`config.mk`:
```
export PLATFORM = sky130hd
export DESIGN_NAME = smma_mac_pipe
export DESIGN_NICKNAME = d
export VERILOG_FILES = /design/src/hw/rtl/smma_pkg.sv /design/src/hw/rtl/smma_mac_pipe.sv
export SDC_FILE = /design/constraint.sdc
export NUM_CORES = 2
export LEC_CHECK = 0
export BUFFER_PORTS_ARGS = -buffer_cell sky130_fd_sc_hd__buf_4
export CAP_MARGIN = 0
export CORE_MARGIN = 5
export CORE_UTILIZATION = 50
export CTS_BUF_LIST = sky130_fd_sc_hd__clkbuf_4 sky130_fd_sc_hd__clkbuf_8
export CTS_CLUSTER_SIZE = 28
export DETAILED_ROUTE_END_ITERATION = 16
export PLACE_DENSITY_LB_ADDON = 0.15
export REMOVE_ABC_BUFFERS = 1
export SETUP_SLACK_MARGIN = 0.1
export SYNTH_ARGS = -nofsm -noshare
export SYNTH_HDL_FRONTEND = slang
export SYNTH_SLANG_ARGS = --single-unit
```
`constraint.sdc`:
```
create_clock -name clk -period 7.1 [get_ports clk]
set_input_delay 0.71 -clock clk [delete_from_list [all_inputs] [get_ports clk]]
set_output_delay 0.71 -clock clk [all_outputs]
set_load 0.005 [all_outputs]
```
`src/hw/rtl/smma_pkg.sv`:
```
// shared types, command and register codes for the scaled matrix multiply-accumulate
// no dependencies; imported by smma_mac_pipe, the top level and smma_checker
`timescale 1ns / 1ps
`default_nettype none

package smma_pkg;

	localparam int A_W    = 16;
	localparam int C_W    = 32;
	localparam int PROD_W = 48;
	localparam int SUM_W  = 41;

	typedef enum logic [2:0] {
		CMD_WRITE_A = 3'd0,
		CMD_WRITE_B = 3'd1,
		CMD_WRITE_C = 3'd2,
		CMD_COMPUTE = 3'd3,
		CMD_READ_C  = 3'd4
	} cmd_t;

	typedef enum logic [2:0] {
		REG_ROWS_M  = 3'd0,
		REG_COLS_N  = 3'd1,
		REG_INNER_K = 3'd2,
		REG_ALPHA   = 3'd3,
		REG_BETA    = 3'd4
	} reg_idx_t;

	// tag that travels with one operation through the multiply pipe
	typedef struct packed {
		logic valid;
		logic init;
		logic last;
	} smma_op_t;

	// write-back and occupancy seen by the sequencer
	typedef struct packed {
		logic                  we;
		logic                  busy;
		logic signed [C_W-1:0] data;
	} smma_wb_t;

	function automatic logic signed [C_W-1:0] sat32(input logic signed [SUM_W-1:0] x);
		if (x > 41'sh007fffffff) return 32'sh7fffffff;
		if (x < -41'sh0080000000) return -32'sh80000000;
		return x[C_W-1:0];
	endfunction

endpackage

`default_nettype wire

```
`src/hw/rtl/smma_mac_pipe.sv`:
```
// multiply, scale and saturating accumulate pipe for the matrix engine
// depends on smma_pkg (op tag, write-back struct, sat32)
`timescale 1ns / 1ps
`default_nettype none

module smma_mac_pipe
	import smma_pkg::*;
(
	input  wire logic                   clk,
	input  wire logic                   arst_n,
	input  wire smma_op_t               op_s1,
	input  wire logic signed [A_W-1:0]  a_s1,
	input  wire logic signed [A_W-1:0]  b_s1,
	input  wire logic signed [C_W-1:0]  c_s1,
	input  wire logic signed [A_W-1:0]  alpha,
	input  wire logic signed [A_W-1:0]  beta,
	output smma_wb_t                    wb
);

	smma_op_t                  op_s2, op_s3;
	logic signed [C_W-1:0]     x_s2;
	logic signed [A_W-1:0]     y_s2;
	logic signed [PROD_W-1:0]  p_s3;
	logic signed [C_W-1:0]     acc_q;

	logic signed [C_W-1:0]     ab_prod;
	logic signed [PROD_W-8-1:0] shifted;
	logic signed [SUM_W-1:0]   base;
	logic signed [SUM_W-1:0]   sum;
	logic signed [C_W-1:0]     sat_val;

	// first product alpha*a, exact in 32 bits
	assign ab_prod = 32'(alpha) * 32'(a_s1);

	always_ff @(posedge clk or negedge arst_n) begin
		if (!arst_n) begin
			op_s2 <= '0;
			op_s3 <= '0;
		end else begin
			op_s2 <= op_s1;
			op_s3 <= op_s2;
		end
	end

	always_ff @(posedge clk) begin
		x_s2 <= op_s1.init ? c_s1 : ab_prod;
		y_s2 <= op_s1.init ? beta : b_s1;
		p_s3 <= 48'(x_s2) * 48'(y_s2);
		if (op_s3.valid) begin
			acc_q <= sat_val;
		end
	end

	// dropping the low byte is the floor shift
	assign shifted = $signed(p_s3[PROD_W-1:8]);
	assign base    = op_s3.init ? '0 : 41'(acc_q);
	assign sum     = base + 41'(shifted);
	assign sat_val = sat32(sum);

	assign wb.we   = op_s3.valid && op_s3.last;
	assign wb.busy = op_s2.valid || op_s3.valid;
	assign wb.data = sat_val;

endmodule

`default_nettype wire

```
==> results.yml <==
setup_path:
  worstSetupPathType: "reg -> reg"
  max_stage_delay_ps: 820
  cp.required_ps: 7600
  worst_setup_path_start_kind: "flip-flop"
  cp_slowest_cell: "dfxtp_1"
  cp-end-kind: "flip-flop"
  worstSetupStartpoint: "x_s2[23]"
  crit_top_cell: "fa_1"
  critical_path.cell_chain: "nand2_1 -> fa_1 -> inv_1 -> fa_1 -> fa_1 -> fa_1 -> fa_1 -> inv_1 -> fa_1 -> inv_1 -> ha_1 -> a21o_1 -> a21o_1 -> a21oi_1 -> nor2b_1 -> o41ai_1 -> nor2_1 -> a21oi_1 -> nand4_1 -> nand3_1 -> nor3b_1 -> buf_4"
  critPathMaxFanout: 16
  crit_arrival_ps: 7120
  r2r_start: "x_s2[23]"
timing:
  finClkSkew_ps: 24.9
  finalHoldViolations: 0
  period_share_pct: 93.2
  rsz0062_at_grt: "false"
  tns_ps: 0
  setup_viol: 0
  report.final.slew_viol_count: 0
  fin_crit_ps: 6620
  slew_headroom_pct: 35.0
  whs_ps: 265
  fmax_mhz: 151
  tightest_slew_ps: 973
grt:
  grt_pass1_wl_um: 131000
  overflow: 0
  grt_antenna_before_repair: 1
  track_usage_pct: 22.8
  grt_pass1_vias: 25100
  grt_max_degree: 61
drt:
  vias: 23500
  drcViolationCount: 0
  drt-pass1-iter-count: 5
  vias_per_cell: 5.07
  drtIter0Drc: 1206
  ant_nets: 0
  wl_per_cell_um: 16.8
  wirelength_um: 78000
flow_run:
  cap_violations: 0
floorplanning:
  die_w_um: 268
  ios: 135
  initial_core_util_pct: 50.5
  die_h_um: 268
  dieArea_mm2: 0.0718
  core_area_mm2: 0.0659
  rows: 94
clocking:
  clk_pin_slew_ps: 80
  htreeDepth: 4
  cts_root_buf: "clkbuf_8"
  numCtsBuffers: 17
  cts_tree: "built"
  cts_buffer_depth: 2
  insertion_delay_ps: 560
  cts.sinks: 126
place:
  place_congestion: 0.880
  dp_hpwl_um: 66400
  portBuffers: 134
logic_synthesis:
  synthDominantCellAreaShare_pct: 45.0
  yosys_warnings: 0
  synth_edf_count: 32
  syn-mean-instance-area_um2: 9.06
  synth.distinct_cells: 65
  synth_top_area_cell: "fa_1"
  synth_ff_type: "dfxtp_1"
  syn_area_mm2: 0.0333
  synth_seq_cells: 126
  synth_area_leaders: "fa_1, inv_1, ha_1"
  async_flop_share_pct: 4.76
  yosysSeqAreaShare_pct: 8.64
  syn_inst: 3672
run_status:
  status: "completed"
layout:
  final_nets: 4834
  n_fill_cell: 6147
  regArea_mm2: 0.00288
  multi_input_area_mm2: 0.0266
  synthToLayoutAreaGrowth_pct: 7.96
  drive_gt1_share_pct: 7.57
worst_hold_path:
  hold_start: "op_s1[2]"
  hp-class: "in -> reg"
==> cells in the mapped netlist, drive strengths merged, types with 18 or more instances <==
cell	n
a21o	43
a21oi	102
and2	315
buf	18
clkbuf	126
dfxtp	88
edfxtp	32
fa	748
ha	233
inv	859
mux2	21
nand2	488
nand2b	24
nand3	24
nor2	83
nor2b	43
nor3	21
o21ai	111
o21bai	19
xnor2	77
xor2	42
==> critical path: cells and delay by family (launching register included) <==
family          cells  cell delay (ps)
flops               1              820
compound gates      5             1180
simple gates        6              940
buf+inv             4              310
fa+ha+maj           7             3310
==> worst paths after layout <==
path / endpoint / slack [ps] / cells after the start
worst max-delay path: p_s3[47] / 480 / 22
worst min-delay path: op_s2[2] / 260 / 1
worst max register to register: p_s3[47] / 480 / 22
worst min register to register: op_s3[1] / 350 / 0
max in group asynchronous: op_s3[1] / 6470 / 2
min in group asynchronous: op_s2[2] / 500 / 2
==> repair_timing <==
action | 4_1_cts | 5_1_grt
resized for setup | 0 | 9
setup endpoints to repair | 0 | 4
hold buffers | 1 | 0
endpoints found under the hold margin | 6 | 0
buffers inserted | 0 | 0
==> per-layer routing <==
metal	GRT usage, %	vias up	share of wire [%]
met5	0	-	0
met4	4.71	0	1.6
met3	3.70	68	6.3
met2	36.4	600	45
met1	33.3	11700	47
li1	-	11100	-
==> layout make-up <==
cell class | count | share of cell area [%]
multi-input cells | 2543 | 74.1
inverters | 859 | 8.98
flip-flops and latches | 126 | 8.03
repair buffers | 205 | 4.61
well taps | 864 | 3.01
clock buffers | 19 | 0.728
clock inverters | 13 | 0.516
diodes | 1 | 0.00697
==> sequential cells by signal, summed over array words and instances, names as in the netlist <==
name,count
acc_q,32
op_s3,3
p_s3,40
y_s2,16
x_s2,32
op_s2,3
==> placed cells by master, fill, tap and decap left out, types with 9 or more instances in the layout <==
cell / n
o21ai_1: 21
clkbuf_8: 19
nand4_1: 16
ha_1: 233
a211oi_1: 9
xor2_1: 42
nor2_1: 83
buf_4: 195
o21a_1: 12
and2_1: 315
nor2b_1: 43
nand2_1: 488
or3_1: 9
mux2_2: 21
o211ai_1: 10
o21bai_1: 19
a21o_1: 43
and3_1: 15
dfxtp_2: 9
nor3_1: 18
edfxtp_1: 32
o21ai_0: 88
dfxtp_1: 79
xnor2_1: 77
fa_1: 748
a21oi_1: 102
buf_12: 9
a31oi_1: 13
nand3_1: 24
inv_1: 858
nand2b_1: 24
==> stage by stage <==
step	util [%]	cell area [um^2]	instances	setup slack, ps
2_1_floorplan	-	32700	3528	606
6_report	54.5	35900	4630	479
5_1_grt	54.5	35900	4630	101
3_5_place_dp	53.8	35400	4596	80.6
3_3_place_gp	53.8	35400	4596	186
4_1_cts	54.5	35900	4629	291
==> cells by family (layout without fill, tap and decap cells) <==
logic type	count (synthesis)	count (layout)	share of synthesized area, %
AND/OR/NAND/NOR	1059	1059	15.6
buffers and inverters	1003	1096	11.4
adder cells (fa/ha/maj)	981	981	53.8
AO/OA/AOI/OAI	362	362	6.72
flip-flops	126	126	8.64
XOR/XNOR	119	119	3.13
multiplexers	22	22	0.741
other	0	1	0
Power is not shown: default switching activity piles up to over one toggle a cycle in this logic, so the estimate is an artifact.
